`config.mk`:
```
export PLATFORM = sky130hd
export DESIGN_NAME = prr_iter
export DESIGN_NICKNAME = d
export VERILOG_FILES = /design/src/pinhole_reprojection_residual_macros.svh /design/src/prr_pkg.sv /design/src/prr_iter.sv
export SDC_FILE = /design/constraint.sdc
export NUM_CORES = 1
export LEC_CHECK = 0
export BUFFER_PORTS_ARGS = -buffer_cell sky130_fd_sc_hd__buf_2
export CORE_ASPECT_RATIO = 0.7
export CORE_MARGIN = 3
export CORE_UTILIZATION = 50
export DETAILED_ROUTE_END_ITERATION = 10
export GPL_TIMING_DRIVEN = 0
export PLACE_DENSITY_LB_ADDON = 0.1
export RECOVER_POWER = 25
export SLEW_MARGIN = 20
export SYNTH_ARGS = -nofsm -noshare
export SYNTH_HDL_FRONTEND = slang
export SYNTH_SLANG_ARGS = --single-unit
```
`constraint.sdc`:
```
create_clock -name i_clk -period 8.6 [get_ports i_clk]
set_input_delay 0.43 -clock i_clk [delete_from_list [all_inputs] [get_ports i_clk]]
set_output_delay 0.43 -clock i_clk [all_outputs]
set_load 0.005 [all_outputs]
```
`src/pinhole_reprojection_residual_macros.svh`:
```
// ============================================================================
// Assertion macros for the pinhole reprojection residual block
// Concurrent checks clocked on i_clk and disabled while i_rst_n is low.
// ============================================================================
`ifndef PINHOLE_REPROJECTION_RESIDUAL_MACROS_SVH
`define PINHOLE_REPROJECTION_RESIDUAL_MACROS_SVH

`ifndef ASSERT_OFF

// lbl: label, prop: property that must hold
`define PRR_ASSERT(lbl, prop) \
    lbl: assert property (@(posedge i_clk) disable iff (!i_rst_n) prop) \
        else $error("assertion failed");

// lbl: label, expr: condition that must never be true
`define PRR_ASSERT_NEVER(lbl, expr) \
    lbl: assert property (@(posedge i_clk) disable iff (!i_rst_n) !(expr)) \
        else $error("forbidden condition");

`else

`define PRR_ASSERT(lbl, prop)
`define PRR_ASSERT_NEVER(lbl, expr)

`endif

`endif

```
`src/prr_pkg.sv`:
```
// ============================================================================
// prr_pkg
// Shared constants, codes and unit request/response types.
// ============================================================================
package prr_pkg;

    localparam int FRAC_BITS_DEF = 16;

    // configuration register reset values
    localparam logic [30:0] FOCAL_X_RST  = 31'd32768000;
    localparam logic [30:0] FOCAL_Y_RST  = 31'd32768000;
    localparam logic [30:0] CENTER_X_RST = 31'd20971520;
    localparam logic [30:0] CENTER_Y_RST = 31'd15728640;
    localparam logic        IDEAL_MODE_RST = 1'b1;

    // configuration register indexes
    localparam int CFG_IDX_W = 3;
    localparam logic [CFG_IDX_W-1:0] REG_FOCAL_X  = 3'd0;
    localparam logic [CFG_IDX_W-1:0] REG_FOCAL_Y  = 3'd1;
    localparam logic [CFG_IDX_W-1:0] REG_CENTER_X = 3'd2;
    localparam logic [CFG_IDX_W-1:0] REG_CENTER_Y = 3'd3;
    localparam logic [CFG_IDX_W-1:0] REG_IDEAL_MODE = 3'd4;

    // result word kinds
    localparam logic [2:0] PART_PIXEL   = 3'd0;
    localparam logic [2:0] PART_IDEAL   = 3'd1;
    localparam logic [2:0] PART_JAC_A   = 3'd2;
    localparam logic [2:0] PART_JAC_B   = 3'd3;
    localparam logic [2:0] PART_BEARING = 3'd4;

    // shared unit operations
    localparam logic OP_DIV  = 1'b0;
    localparam logic OP_SQRT = 1'b1;

    localparam logic [31:0] SAT_MAX = 32'h7fff_ffff;
    localparam logic [31:0] SAT_MIN = 32'h8000_0000;

    typedef struct packed {
        logic               start;
        logic               op;
        logic signed [33:0] num;
        logic [31:0]        den;
        logic [63:0]        rad;
    } t_iter_req;

    typedef struct packed {
        logic        done;
        logic        busy;
        logic [31:0] value;
    } t_iter_rsp;

endpackage

```
`src/prr_iter.sv`:
```
// ============================================================================
// prr_iter
// Shared iterative unit: saturating fixed point divide, 64-bit floor sqrt.
// ============================================================================
module prr_iter #(
    parameter int FRAC_BITS = prr_pkg::FRAC_BITS_DEF
) (
    input  logic               i_clk,
    input  logic               i_rst_n,
    input  prr_pkg::t_iter_req i_req,
    output prr_pkg::t_iter_rsp o_rsp
);
    localparam int DW = 33 + FRAC_BITS;
    localparam int HW = DW - 32;

    logic        r_busy, r_done, r_op, r_neg;
    logic [4:0]  r_cnt;
    logic [34:0] r_rem;
    logic [63:0] r_sh;
    logic [31:0] r_acc, r_den, r_res;

    logic [33:0]   w_nnum;
    logic [32:0]   w_mag;
    logic [DW-1:0] w_dvd;
    logic [HW-1:0] w_hi;
    logic          w_ovf;
    logic [32:0]   w_dt, w_dsub;
    logic          w_dge;
    logic [31:0]   w_q, w_dres;
    logic [34:0]   w_st, w_tr;
    logic          w_sge;
    logic [31:0]   w_root;

    // start: magnitude of numerator, pre-shifted; quotient >= 2^32 saturates
    assign w_nnum = -i_req.num;
    assign w_mag  = i_req.num[33] ? w_nnum[32:0] : i_req.num[32:0];
    assign w_dvd  = DW'(w_mag) << FRAC_BITS;
    assign w_hi   = w_dvd[DW-1:32];
    assign w_ovf  = 32'(w_hi) >= i_req.den;

    // restoring divide step
    assign w_dt   = {r_rem[31:0], r_sh[63]};
    assign w_dge  = w_dt >= {1'b0, r_den};
    assign w_dsub = w_dt - {1'b0, r_den};
    assign w_q    = {r_acc[30:0], w_dge};

    always_comb begin
        if (r_neg) begin
            w_dres = (w_q > prr_pkg::SAT_MIN) ? prr_pkg::SAT_MIN : -w_q;
        end else begin
            w_dres = w_q[31] ? prr_pkg::SAT_MAX : w_q;
        end
    end

    // digit-by-digit sqrt step, two radicand bits per step
    assign w_st   = {r_rem[32:0], r_sh[63:62]};
    assign w_tr   = {1'b0, r_acc, 2'b01};
    assign w_sge  = w_st >= w_tr;
    assign w_root = {r_acc[30:0], w_sge};

    always_ff @(posedge i_clk) begin
        if (!i_rst_n) begin
            r_busy <= 1'b0;
            r_done <= 1'b0;
            r_cnt  <= '0;
        end else begin
            r_done <= 1'b0;
            if (r_busy) begin
                r_cnt <= r_cnt + 5'd1;
                if (r_op == prr_pkg::OP_SQRT) begin
                    r_rem <= w_sge ? (w_st - w_tr) : w_st;
                    r_sh  <= {r_sh[61:0], 2'b00};
                    r_acc <= w_root;
                    r_res <= w_root;
                end else begin
                    r_rem <= 35'(w_dge ? w_dsub : w_dt);
                    r_sh  <= {r_sh[62:0], 1'b0};
                    r_acc <= w_q;
                    r_res <= w_dres;
                end
                if (r_cnt == 5'd31) begin
                    r_busy <= 1'b0;
                    r_done <= 1'b1;
                end
            end else if (i_req.start) begin
                r_op  <= i_req.op;
                r_cnt <= '0;
                r_acc <= '0;
                r_den <= i_req.den;
                r_neg <= i_req.num[33];
                if (i_req.op == prr_pkg::OP_SQRT) begin
                    r_rem  <= '0;
                    r_sh   <= i_req.rad;
                    r_busy <= 1'b1;
                end else if (w_ovf) begin
                    r_res  <= i_req.num[33] ? prr_pkg::SAT_MIN : prr_pkg::SAT_MAX;
                    r_done <= 1'b1;
                end else begin
                    r_rem  <= 35'(w_hi);
                    r_sh   <= {w_dvd[31:0], 32'd0};
                    r_busy <= 1'b1;
                end
            end
        end
    end

    assign o_rsp.done  = r_done;
    assign o_rsp.busy  = r_busy;
    assign o_rsp.value = r_res;

endmodule

```
**Word level (Yosys, flattened, before mapping)**

Index checks and enable logic that the tools add are counted.

- Input bits: 134
- Logic and storage cells: 66
- Latch bits: 0
- RAM bits: 0
- Register bits after elaboration: 202
- Output and inout port bits: 34
- ROM bits: 0
- Memories: 0

- Add/sub/neg operators: 5
- $mul: 0
- Eq/ne operators: 3
- Reduce and logical (&&, ||, !) cells: 6
- Multiplexer cells: 37
- Shift operators: 0
- $lt $le $gt $ge: 4
- Bitwise logic cells: 1
- Divide/modulo/power cells: 0

Operator list:

| kind | number |
|---|---|
| 32-bit two-way mux | 10 |
| 64-bit two-way mux | 5 |
| 33-bit two-way mux | 8 |
| 35-bit by 34-bit greater-or-equal comparator with 1-bit output | 1 |
| 33-bit by 32-bit greater-or-equal comparator with 1-bit output | 1 |
| 33-bit negator | 1 |
| 33-bit by 32-bit subtractor with 33-bit output | 1 |
| 33-bit subtractor | 1 |
| 17-bit by 32-bit greater-or-equal comparator with 1-bit output | 1 |
| 32-bit > comparator (second input constant) | 1 |
| 32-bit negator | 1 |
| 31-bit two-way mux | 1 |
| 1-bit two-way mux | 11 |
| 5-bit two-way mux | 2 |
| 3-bit AND reduction | 2 |
| 5-bit by 1-bit adder with 5-bit output (second input constant) | 1 |
| 5-bit == test (second input constant) | 1 |
| 4-bit AND reduction | 1 |
| 2-bit nonzero test | 2 |
| 3-bit inequality test (second input constant) | 1 |
| 2-bit by 1-bit inequality test with 1-bit output (second input constant) | 1 |
| 2-bit AND reduction | 1 |
| 1-bit NOT | 1 |

**Logic depth before layout (Yosys ltp)**

Gate-level depths: netlist of run 1.

- Word-level depth: 7
- Mapped depth: 21
- Gate-level depth less buffers: 19

**Worst setup path before layout of run 1**

No wires, ideal clock.

- Path type: input to register
- Start: in i_req[96] (netlist name)
- End: reg r_rem[0], enable pin
- Required time: 8.047 ns
- Path slack: 0.357 ns
- Buffers on the path: 0
- Setup time: 0.553 ns
- Data arrival time: 7.690 ns
- Cell stages on the path: 18
- Path through: inv_1 -> ha_1 -> nand2b_1 -> nand3b_1 -> or4_4 -> or3_4 -> nand2b_4 -> nand2b_4 -> o41ai_2 -> xnor2_1 -> ha_1 -> nor2b_1 -> o21ai_0 -> nand2b_1 -> a21oi_1 -> nor3_1 -> a221o_1 -> nor2_1

- Longest elaborated chain between the ends: 5

RTL lines:

| item | RTL line | RTL |
|---|---|---|
| start: declaration | prr_iter.sv:10 | `input prr_pkg::t_iter_req i_req,` |
| 33-bit negator | prr_iter.sv:35 | `assign w_nnum = -i_req.num;` |
| 33-bit two-way mux | prr_iter.sv:36 | `assign w_mag = i_req.num[33] ? w_nnum[32:0] : i_req.num[32:0];` |
| 17-bit by 32-bit greater-or-equal comparator with 1-bit output | prr_iter.sv:39 | `assign w_ovf = 32'(w_hi) >= i_req.den;` |
| 3-bit inequality test (no source line) | n/a |  |
| 3-bit AND reduction (no source line) | n/a |  |
| end signal: assignment | prr_iter.sv:71 | `r_rem <= w_sge ? (w_st - w_tr) : w_st;` |
| end signal: assignment | prr_iter.sv:76 | `r_rem <= 35'(w_dge ? w_dsub : w_dt);` |
| end signal: assignment | prr_iter.sv:99 | `r_rem <= 35'(w_hi);` |
| end: declaration | prr_iter.sv:18 | `logic [34:0] r_rem;` |

No other way between the ends.
A chain may end at the register's enable or synchronous reset.

**Final worst setup path of run 1**

- Start: reg r_rem[0]
- End: reg r_res[14], data pin

- Longest elaborated chain between the ends: 6
- Elaborated cells between the ends (all ways): 7
- Those cells by class: add/sub (1); order compare (2); mux (4)

RTL lines:

| item | RTL line | RTL |
|---|---|---|
| 33-bit by 32-bit greater-or-equal comparator with 1-bit output (*) | prr_iter.sv:43 | `assign w_dge = w_dt >= {1'b0, r_den};` |
| 32-bit negator or 32-bit > comparator (tied branches) | prr_iter.sv:49 | `w_dres = (w_q > prr_pkg::SAT_MIN) ? prr_pkg::SAT_MIN : -w_q;` |
| 32-bit two-way mux (*) | prr_iter.sv:49 |  |
| 32-bit two-way mux (*) | prr_iter.sv:48 | `if (r_neg) begin` |
| 32-bit two-way mux (*) | prr_iter.sv:70 | `if (r_op == prr_pkg::OP_SQRT) begin` |
| 32-bit two-way mux (*) | prr_iter.sv:68 | `if (r_busy) begin` |
| end signal: assignment | prr_iter.sv:74 | `r_res <= w_root;` |
| end signal: assignment | prr_iter.sv:79 | `r_res <= w_dres;` |
| end signal: assignment | prr_iter.sv:96 | `r_res <= i_req.num[33] ? prr_pkg::SAT_MIN : prr_pkg::SAT_MAX;` |
| end: declaration | prr_iter.sv:20 | `logic [31:0] r_acc, r_den, r_res;` |

Every way passes the cells marked *; elsewhere a longest branch is shown, timed or not.

==> results.md, run 1 <==
- Status: finished, final reports clean
- Clk Tree Root Cell: clkbuf_16
- Total setup buffers inserted after CTS: 0
- Final setup viols: 0
- Flop-to-flop setup slack: 1980 ps
- Vias per inst: 6.11
- Drt drc: 0
- Placed Cells: 2193
- # IOs: 168
- Critical path launch point: r_rem[0]$_DFFE_PP_
- Via Count: 13.7k
- R2R depth: 18
- WP data required: 8940 ps
- Post-synthesis net count: 1864
- Port bufs: 167
- GRT Resource Usage Total: 0.296
- Initial antenna violation count: 1
- Area leader, netlist: edfxtp_1
- Iter 0 DRT Violations: 1324
- Hpwl dp: 37100 um
- Synth Instances: 1642
- Clk buf depth: 3
- Post-Syn Area: 14800 um^2
- Clock-pin slew on the worst setup and hold paths: 60 ps
- Area growth syn-to-layout: 14.3%
- Tmin final: 6620 ps
- Setup WS post-layout: 1980 ps
- Final non-filler cell total: 2234
- Yosys top cell area share: 0.395
- Clk sinks: 202
- Setup repair after global routing missed its margin: no
- Number of enable flip-flop cells after synthesis: 195
- # rows: 52
- Final period util: 0.769
- CTS Hold Bufs: 0
- Setup Skew: 11.0 ps
- Worst-margin pin slew: 1080 ps
- First-pass GRT wire length: 72300 um
- Synth Area in Simple Gates: 0.151
- GRT Residual Overflow: 0
- Synth warnings: 0
- Seq cells post-synth: 202
- Die area: 31800 um^2
- CTS H-Tree Depth: 1
- Main area contributors after synthesis: edfxtp_1, ha_1, o21ai_0
- Die Y: 150 um
- CP peak stage delay: 620 ps
- Max FO, Critical Path: 10
- Pre-antenna DRT Iters: 6
- Clock Latency Late Sink: 520 ps
- RR Startpoint: r_rem[0]$_DFFE_PP_
- Crit path kind: reg2reg
- Reg area: 6000 um^2
- Hold Path Class: in2reg
- Final antenna-violating net count: 0
- Fill cells: 2690
- # diodes: 0
- Final #Nets: 2062
- Vias in the first global route: 12.7k
- Core area: 29100 um^2
- Hold Violations, Final: 0
- Hold_sp: i_req[69]
- WL/cell: 21.4 um
- Synth cell types: 82
- Post-Syn Area per Cell: 9.03 um^2
- Hold Path Depth: 1
- Startpoint Class: flop
- Die Span X: 212 um
- Crit path max-delay cell type: clkbuf_1
- Largest net degree at the start of global routing: 34
- Post-synth ARST share: 0
- Slew Limit Headroom: 0.280
- Dpl ws: 2280 ps
- Post-CTS sizing: 0
- Share of cells above drive strength 1: 0.104
- Worst Setup End Kind: flop
- Leak: 6.76 nW
- Post-synth top cells: edfxtp_1, o21ai_0, nor2_1
- Hold endpoint: r_den[5]$_DFFE_PP_
- Most common cell in the netlist: edfxtp_1
- Multiplexer share of the synthesized area: 0.0520
- Ys flop type: edfxtp_1
- Area fraction in compound gates after synthesis: 0.220
- CTS tree: done
- FMAX: 151 MHz
- PD cells: 174 nW/um^2
- TritonCTS Buffers: 23
- Post-Synth XOR/XNOR Area: 0.0484
- Sequential fraction of the synthesis area: 0.404
- Largest family of logic cells by synthesized area: compound AO/OA/AOI/OAI gates
- Total Wirelength: 47900 um
- Max Transition Viols Final: 0
- Area of the multi-input gates: 8130 um^2
- CP cell instances: ha_1 > nor2b_1 > o31a_1 > o21ai_0 > a2111oi_2 > o21bai_1 > o21bai_2 > inv_2 > clkbuf_1 > ha_1 > nor2b_1 > nand2_1 > o21ai_2 > nand2_1 > clkbuf_1 > a311oi_1 > a21oi_1 > a21oi_1
- Worst VDD drop: 0.000117 V
- Capturing point of the worst reg2reg path: r_res[14]$_DFFE_PP_
- Max-cap viol count: 0
- Data arrival, critical path: 6950 ps
- Synth Area in Adders: 0.0747
- Initial Util: 0.510
- RD Place Congestion: 0.992
[critical path: cells and delay by family, from the launching register on]
family          cells  cell delay (ps)
compound gates      9             2780
fa+ha+maj           2              730
buf+inv             3             1340
simple gates        4             1110
flops               1              460
[state kept, by name, summed over array words and instances (netlist names)]
| signal | flops |
|---|---|
| r_busy | 1 |
| r_op | 1 |
| r_acc | 32 |
| r_rem | 33 |
| r_neg | 1 |
| r_done | 1 |
| r_res | 32 |
| r_sh | 64 |
| r_cnt | 5 |
| r_den | 32 |
[cells by family after synthesis]
| group | after synthesis |
|---|---|
| multiplexers | 77 |
| AO/OA/AOI/OAI | 522 |
| adder cells (fa/ha/maj) | 88 |
| flip-flops | 202 |
| XOR/XNOR | 82 |
| AND/OR/NAND/NOR | 481 |
| buffers and inverters | 190 |
[how the worst max path moves through the flow]
stage,to,slack [ps],depth (start not counted)
after floorplan,r_rem[0]$_DFFE_PP_,360,18
after global placement,r_rem[30]$_SDFFCE_PN0P_,-2760,17
after detailed placement,r_res[14]$_DFFE_PP_,2280,18
after CTS,r_res[14]$_DFFE_PP_,2230,18
after global routing,r_res[18]$_DFFE_PP_,1790,18
final,r_res[14]$_DFFE_PP_,1980,18
[final cells by class]
cell class | instances | area share
repair buffers | 173 | 0.0535
inverters | 108 | 0.0239
well taps | 378 | 0.0279
clock inverters | 8 | 0.00384
flip-flops and latches | 202 | 0.354
plain buffers | 82 | 0.0190
multi-input cells | 1250 | 0.480
clock buffers | 33 | 0.0385
[cell usage in the layout (no fill, tap or decap), types with 8 or more instances in the layout]
| master | n |
|---|---|
| a211oi_1 | 28 |
| o21ai_0 | 164 |
| nand2b_1 | 11 |
| clkbuf_1 | 119 |
| a2111oi_0 | 8 |
| xnor2_1 | 44 |
| nor3_1 | 40 |
| ha_1 | 87 |
| a31oi_1 | 12 |
| nand4_1 | 14 |
| a21oi_1 | 141 |
| and3_1 | 13 |
| nor4_1 | 9 |
| buf_2 | 128 |
| nor2b_1 | 19 |
| nor2_1 | 152 |
| mux2i_1 | 76 |
| o221ai_1 | 8 |
| clkbuf_16 | 23 |
| nand2_1 | 148 |
| xor2_1 | 38 |
| o21bai_1 | 9 |
| a21o_1 | 28 |
| inv_1 | 105 |
| edfxtp_1 | 195 |
| nand3_1 | 30 |
| o21a_1 | 8 |
| o31ai_1 | 14 |
| a22oi_1 | 14 |
| o211ai_1 | 18 |
[stage by stage]
stage	util	setup TNS (ps)	power, W	hold WS (ps)	area [um^2]
after floorplan	-	0	0.00174	529	14800
after global placement	0.555	-266660	0.00197	569	16100
after detailed placement	0.560	0	0.00198	577	16300
after CTS	0.585	0	0.00295	74.6	17000
after global routing	0.583	0	0.00309	81.4	17000
final	0.583	0	0.00295	94.6	17000
[routing by layer]
metal	wire length [um]	part of all wire	up-vias	GRT usage
met5	0	0	-	0
met4	1490	0.031	0	0.0856
met3	4780	0.10	101	0.0739
met2	19500	0.41	610	0.419
met1	22100	0.46	6417	0.445
li1	-	-	6523	-
[power by group]
part	total [W]	switching, W	internal (W)
sequential	0.00121	0.0000504	0.00116
combinational	0.000768	0.000480	0.000288
clock	0.000966	0.000410	0.000556
(Power assumes the default switching activity.)
==> run 2: changes to the inputs <==
--- a/config.mk
+++ b/config.mk
@@ -5,6 +5,7 @@
 export SDC_FILE = /design/constraint.sdc
 export NUM_CORES = 1
 export LEC_CHECK = 0
+export ABC_AREA = 1
 export BUFFER_PORTS_ARGS = -buffer_cell sky130_fd_sc_hd__buf_2
 export CORE_ASPECT_RATIO = 0.7
 export CORE_MARGIN = 3
==> constraint.sdc (replaced) <==
create_clock -name i_clk -period 5.4 [get_ports i_clk]
set_input_delay 0.27 -clock i_clk [delete_from_list [all_inputs] [get_ports i_clk]]
set_output_delay 0.27 -clock i_clk [all_outputs]
set_load 0.005 [all_outputs]
==> run 2 against run 1 <==
Compared with the run above:
- non-clock buffer count up 38
- combinational power up 77%
- count of clock-buffer cells in the layout down 8
- the flow now finishes with violations (capacitance limit, slew limit)
- critical path depth up 6
- clock power up 68%
- global-route usage up 0.66 points
- clock skew up 7.2 ps
- first-iteration DRC count up 38%
- cell count up 29%
==> results.md, run 2 <==
- Status: finished, violations left
- Failing checks: capacitance limit, slew limit
- Pre-antenna DRT Iters: 9 (+3)
- Final antenna-violating net count: 0 (unchanged)
- Startpoint Class: flop
- Synth cell types: 53 (-35%)
- Most frequent cells in the layout: nand2_1, inv_1, edfxtp_1
- Die Y: 157 um (+4.3%)
- Leak: 8.70 nW (+29%)
- Iter 0 DRT Violations: 1830 (+38%)
- Drt drc: 0 (unchanged)
- Post-CTS sizing: 0 (unchanged)
- Biggest regs: r_sh x64, r_rem x33
- Design Area, Final: 18900 um^2 (+12%)
- Post-Syn Area: 16200 um^2 (+9.2%)
- FMAX: 212 MHz (+40%)
- Port bufs: 167 (unchanged)
- Hpwl dp: 42800 um (+16%)
- Area leader, netlist: edfxtp_1
- Most common cell in the netlist: nand2_1
- Initial Util: 0.513 (+0.00338)
- Yosys top cell area share: 0.361 (-0.0333)
- Die Span X: 221 um (+4.4%)
- Largest Register: r_sh
- Number of enable flip-flop cells after synthesis: 195 (unchanged)
- Hold Path Depth: 3 (+2)
- Worst-margin pin slew: 1570 ps (+493 ps)
- Setup Skew: 18.2 ps (+7.18 ps)
- Reg area: 6000 um^2 (unchanged)
- Dpl ws: 628 ps (-1650 ps)
- Ys flop type: edfxtp_1
- WL/cell: 18.5 um (-14%)
- Core area: 31600 um^2 (+8.5%)
- Final #Nets: 2675 (+30%)
- Clk Tree Root Cell: clkbuf_16
- Area growth syn-to-layout: 16.7%
- Fill cells: 3039 (+13%)
- Crit path kind: reg2reg
- Slew Limit Headroom: -0.0479 (-0.328)
- Setup WS post-layout: 685 ps (-1300 ps)
- Worst Setup End Kind: flop
- Final setup viols: 0 (unchanged)
- Die area: 34600 um^2 (+8.9%)
- Main area contributors after synthesis: edfxtp_1, nand2_1, inv_1
- Max Transition Viols Final: 27 (+27)
- Final period util: 0.873 (+0.104)
- Post-synthesis net count: 2425 (+30%)
- Clock Latency Late Sink: 550 ps (+30 ps)
- Max FO, Critical Path: 10 (unchanged)
- GRT Residual Overflow: 0 (unchanged)
- Data arrival, critical path: 5110 ps (-1840 ps)
- # IOs: 168 (unchanged)
- Placed Instance Area: 17700 um^2 (+8.9%)
- RD Place Congestion: 0.957 (-3.5%)
- # rows: 54 (+3.8%)
- Hold Violations, Final: 0 (unchanged)
- R2R depth: 24 (+6)
- Placed Cells: 2799 (+28%)
- Max reg flops: 64 (unchanged)
- Initial antenna violation count: 2 (+1)
- Tmin final: 4710 ps (-1900 ps)
- Final core occ: 0.599 (+0.0163)
- # diodes: 0 (unchanged)
- CTS H-Tree Depth: 1 (unchanged)
- WP data required: 5800 ps (-3140 ps)
- Max-cap viol count: 1 (+1)
- Worst VDD drop: 0.000216 V (+85%)
- Via Count: 16.2k (+19%)
- Largest net degree at the start of global routing: 27 (-21%)
- Post-synth top cells: nand2_1, inv_1, edfxtp_1
- Seq cells post-synth: 202 (unchanged)
- Vias in the first global route: 15.1k (+19%)
- Vias per inst: 5.61 (-8.2%)
- Most common cell after layout, fill and taps aside: nand2_1
- Synth Instances: 2203 (+34%)
- GRT Resource Usage Total: 0.302 (+0.00662)
- Final non-filler cell total: 2888 (+29%)
- Hold Path Class: in2reg
- Total Wirelength: 53500 um (+12%)
- Synth warnings: 0 (unchanged)
- Post-Syn Area per Cell: 7.35 um^2 (-19%)
- Post-synth ARST share: 0 (unchanged)
- Sequential fraction of the synthesis area: 0.370 (-0.0341)
- Clk sinks: 202 (unchanged)
- TritonCTS Buffers: 23 (unchanged)
- PD cells: 259 nW/um^2 (+49%)
- First-pass GRT wire length: 82600 um (+14%)
- CTS tree: done
- Clock-pin slew on the worst setup and hold paths: 60 ps (about the same)
- Area of the multi-input gates: 8570 um^2 (+5.4%)
- Setup repair after global routing missed its margin: no
- Clk buf depth: 3 (unchanged)
- Share of cells above drive strength 1: 0.0932 (-0.0108)
run 2: cell families after synthesis:
logic type,Yosys count,synth area share
AO/OA/AOI/OAI,393,0.148
adder cells (fa/ha/maj),88,0.0684
flip-flops,202,0.370
buffers and inverters,420,0.101
XOR/XNOR,71,0.0384
AND/OR/NAND/NOR,1029,0.273
run 2: layer usage:
layer | wire, um | share of wire | global-route usage | up-vias
li1 | - | - | - | 7907
met1 | 25200 | 0.47 | 0.462 | 7558
met2 | 22100 | 0.41 | 0.451 | 657
met3 | 5190 | 0.097 | 0.0516 | 72
met4 | 1010 | 0.019 | 0.0600 | 2
met5 | 7 | 0.00013 | 0 | -
run 2: critical path, cell delays in order (launching register included):
cell      delay (ps)
edfxtp_1         480
ha_1             320
buf_2            170
a21oi_1          210
nand2_1          100
a21oi_1          250
nand2_1          140
nor2_4           240
nand2_4          100
inv_2            180
buf_2            330
ha_1             270
nand3_2          100
nor2_2           140
nand2_2          120
nor2_2           160
nand2_1          120
nor2_1           130
nor2_2           100
nor2_4           320
buf_6            220
nand3_1          120
nand2_1           70
o21ai_0           70
nand2_1           80
run 2: stage by stage:
stage | total power (W) | TNS (ps) | hold WS, ps
after detailed placement | 0.00325 | 0 | 463
after global routing | 0.00515 | 0 | 23.0
final | 0.00490 | 0 | 17.5
after global placement | 0.00322 | -256770 | 453
after CTS | 0.00489 | 0 | 0.486
after floorplan | 0.00282 | 0 | 369
run 2: path summary, 6_finish.rpt:
check,slack (ps),start,to
worst max register to register,690,r_rem[27]$_SDFFCE_PN0P_,r_res[23]$_DFFE_PP_
worst min-delay path,20,i_req[25],r_sh[25]$_DFFE_PP_
worst max-delay path,690,r_rem[27]$_SDFFCE_PN0P_,r_res[23]$_DFFE_PP_
worst min register to register,480,r_cnt[4]$_SDFFE_PN0N_,r_cnt[4]$_SDFFE_PN0N_
run 2: cell type report:
type / instances / area share
inverter: 352 / 0.0700
clock buffer: 25 / 0.0308
buffer: 68 / 0.0169
tap: 420 / 0.0278
timing repair buffer: 225 / 0.0745
multi-input combinational: 1581 / 0.453
clock inverter: 15 / 0.00946
sequential: 202 / 0.317
run 2: what timing repair did:
action | in CTS | in global routing
endpoints found under the setup margin | 0 | 0
setup buffers | 0 | 0
hold endpoints to repair | 50 | 0
hold buffers | 49 | 0
run 2: power breakdown:
group          switching, W  internal (W)  leakage (nW)
Combinational      0.000884      0.000476          6.40
Clock              0.000685      0.000932         0.369
Sequential        0.0000721       0.00185          1.93
Total               0.00164       0.00325          8.70
==> run 3: changes to the inputs <==
--- a/config.mk
+++ b/config.mk
@@ -7,9 +7,11 @@
 export LEC_CHECK = 0
 export ABC_AREA = 1
 export BUFFER_PORTS_ARGS = -buffer_cell sky130_fd_sc_hd__buf_2
+export CELL_PAD_IN_SITES_DETAIL_PLACEMENT = 2
+export CELL_PAD_IN_SITES_GLOBAL_PLACEMENT = 2
 export CORE_ASPECT_RATIO = 0.7
 export CORE_MARGIN = 3
-export CORE_UTILIZATION = 50
+export CORE_UTILIZATION = 32
 export DETAILED_ROUTE_END_ITERATION = 10
 export GPL_TIMING_DRIVEN = 0
 export PLACE_DENSITY_LB_ADDON = 0.1
==> run 3 against run 2 <==
Compared with the run above:
- count of clock-buffer cells in the layout increased by 5
- sequential power barely moved
- maximum frequency is 4.6% lower
- combinational power is 7% higher
- clock power is 13% higher
- critical path type unchanged
- core utilization is 21 points lower
- the flow still finishes with violations (capacitance limit, slew limit)
- sequential cell count unchanged
- die area up 54%
- clock skew grew 3.9 ps
- highest routed layer unchanged
- setup slack got worse by 230 ps
- non-clock buffer count up 22
- routed wire length grew 30%
==> results.md, run 3 (synthesis results as in run 2) <==
- CP peak stage delay: 510 ps (+30 ps)
- WL/cell: 22.0 um (+19%)
- Total Wirelength: 69600 um (+30%)
- Final antenna-violating net count: 0 (unchanged)
- Worst path buffer plus inverter count: 4 (unchanged)
- Biggest regs: r_sh x64, r_rem x33
- Dpl ws: 347 ps (-281 ps)
- Max Transition Viols Final: 27 (unchanged)
- Final setup viols: 0 (unchanged)
- Initial Util: 0.326 (-0.187)
- Port bufs: 167 (unchanged)
- Switching share of power: 0.344 (+0.00896)
- Design Area, Final: 19500 um^2 (+3.3%)
- Clock share of power: 0.351 (+0.021)
- Cell-internal power: 0.00342 W (+5.2%)
- Clk buf depth: 3 (unchanged)
- Startpoint Class: flop
- Final period util: 0.915 (+0.0418)
- Drt drc: 0 (unchanged)
- CP delay by family, top: simple AND/OR/NAND/NOR gates
- Area growth syn-to-layout: 20.6%
- Status: finished, violations left
- Data arrival, critical path: 5360 ps (+250 ps)
- Combinational group share of total power: 0.281 (+0.003)
- Die Span X: 275 um (+24%)
- Share of cells above drive strength 1: 0.0918 (-0.00141)
- Placed Instance Area: 18100 um^2 (+1.8%)
- Crit path kind: reg2reg
- Hold Path Class: in2reg
- Worst-margin pin slew: 1640 ps (+70.5 ps)
- Worst Setup End Kind: flop
- Clk sinks: 202 (unchanged)
- Max FO, Critical Path: 10 (unchanged)
- Slew Limit Headroom: -0.0950 (-0.0470)
- Setup repair after global routing missed its margin: no
- Total setup buffers inserted after CTS: 0 (unchanged)
- RD Place Congestion: 0.896 (-6.4%)
- FMAX: 202 MHz (-4.6%)
- Setup WS post-layout: 460 ps (-225 ps)
- Hold Violations, Final: 0 (unchanged)
- Final #Nets: 2699 (+0.90%)
- Leak: 8.83 nW (+1.5%)
- CTS H-Tree Depth: 1 (unchanged)
- Most common cell after layout, fill and taps aside: nand2_1
- Max reg flops: 64 (unchanged)
- Switching Power: 0.00180 W (+9.5%)
- WHS: 37.6 ps (+20.2 ps)
- First-pass GRT wire length: 107000 um (+29%)
- Clock-pin slew on the worst setup and hold paths: 60 ps (about the same)
- Die area: 53400 um^2 (+54%)
- Initial antenna violation count: 2 (unchanged)
- Setup Skew: 22.0 ps (+3.87 ps)
- Most frequent cells in the layout: nand2_1, inv_1, edfxtp_1
- Failing checks: capacitance limit, slew limit
- Tmin final: 4940 ps (+225 ps)
- Hpwl dp: 55900 um (+30%)
- Seq pwr share: 0.368 (-0.024)
- Vias in the first global route: 18.2k (+20%)
- Core area: 49700 um^2 (+57%)
- WP data required: 5820 ps (+20 ps)
- Largest Register: r_sh
- # rows: 68 (+26%)
- Vias per inst: 5.27 (-6.1%)
- Clock Latency Late Sink: 570 ps (+20 ps)
- Largest net degree at the start of global routing: 28 (+3.7%)
- Max-cap viol count: 1 (unchanged)
- Cell mode on critical path: nand2_1
- Placed Cells: 3044 (+8.8%)
- CTS tree: done
- Iter 0 DRT Violations: 1142 (-38%)
- Clk Tree Root Cell: clkbuf_16
- GRT Resource Usage Total: 0.258 (-0.0439)
- GRT Residual Overflow: 0 (unchanged)
- PD cells: 267 nW/um^2 (+3.2%)
- Final non-filler cell total: 3162 (+9.5%)
- TritonCTS Buffers: 25 (+8.7%)
- Die Y: 194 um (+24%)
- Crit path max-delay cell type: edfxtp_1
- # IOs: 168 (unchanged)
- Via Count: 16.7k (+2.8%)
- Worst VDD drop: 0.000205 V (-5.0%)
- Pre-antenna DRT Iters: 5 (-4)
-- run 3: cell count changes in the layout (fill, tap and decap cells not counted), sizes merged --
cell         change
clkbuf           +6
diode            +2
clkinvlp         -2
buf              -1
dlygate4sd3     +22
bufinv           +2
-- run 3: power groups by stage --
stage	clock network [W]	registers [W]	logic, W
global route	0.00192	0.00193	0.00164
CTS	0.00187	0.00192	0.00146
floorplan	0	0.00192	0.000900
finish	0.00183	0.00192	0.00146
detailed placement	0	0.00196	0.00141
global placement	0	0.00196	0.00133
-- run 3: final timing paths --
check                           cells past startpoint  slack, ps                   from                    end
worst max-delay path                               25        460     r_rem[6]$_DFFE_PP_    r_res[23]$_DFFE_PP_
worst min-delay path                                3         40               i_req[4]      r_sh[4]$_DFFE_PP_
worst max register to register                     25        460     r_rem[6]$_DFFE_PP_    r_res[23]$_DFFE_PP_
worst min register to register                      1        480  r_cnt[3]$_SDFFE_PN0N_  r_cnt[3]$_SDFFE_PN0N_
-- run 3: area by class of cell --
| cell class | instances | area, um^2 |
|---|---|---|
| antenna | 2 | 5.00 |
| buffer | 68 | 312 |
| clock buffer | 30 | 644 |
| clock inverter | 15 | 204 |
| fill | 5960 | 30200 |
| inverter | 352 | 1320 |
| multi-input combinational | 1581 | 8580 |
| sequential | 202 | 6000 |
| tap | 665 | 832 |
| timing repair buffer | 247 | 1640 |
-- run 3: repair_timing --
| action | CTS | global route |
|---|---|---|
| resized for setup | 0 | 0 |
| hold buffers | 71 | 0 |
| hold endpoints to repair | 72 | 0 |
-- run 3: per-stage QoR --
stage           util  total power [W]  setup TNS [ps]
3_3_place_gp   0.360          0.00329         -287980
3_5_place_dp   0.363          0.00336               0
6_report       0.393          0.00522               0
5_1_grt        0.393          0.00549               0
4_1_cts        0.395          0.00525               0
2_1_floorplan      -          0.00282               0
-- run 3: metal layers --
metal  vias to the layer above  global-route usage  share of wire
li1                       7936                   -              -
met1                      8310               0.375           0.49
met2                       351               0.411           0.44
met3                        58              0.0405          0.049
met4                         2              0.0393          0.015
met5                         -                   0        0.00010
-- run 3: worst register-to-register path, delay by kind of cell (launching register included) --
family	cells	cell delay (ps)
AO/OA/AOI/OAI	2	390
adder cells (fa/ha/maj)	2	700
buffers and inverters	4	830
AND/OR/NAND/NOR	17	2370
flip-flops	1	510
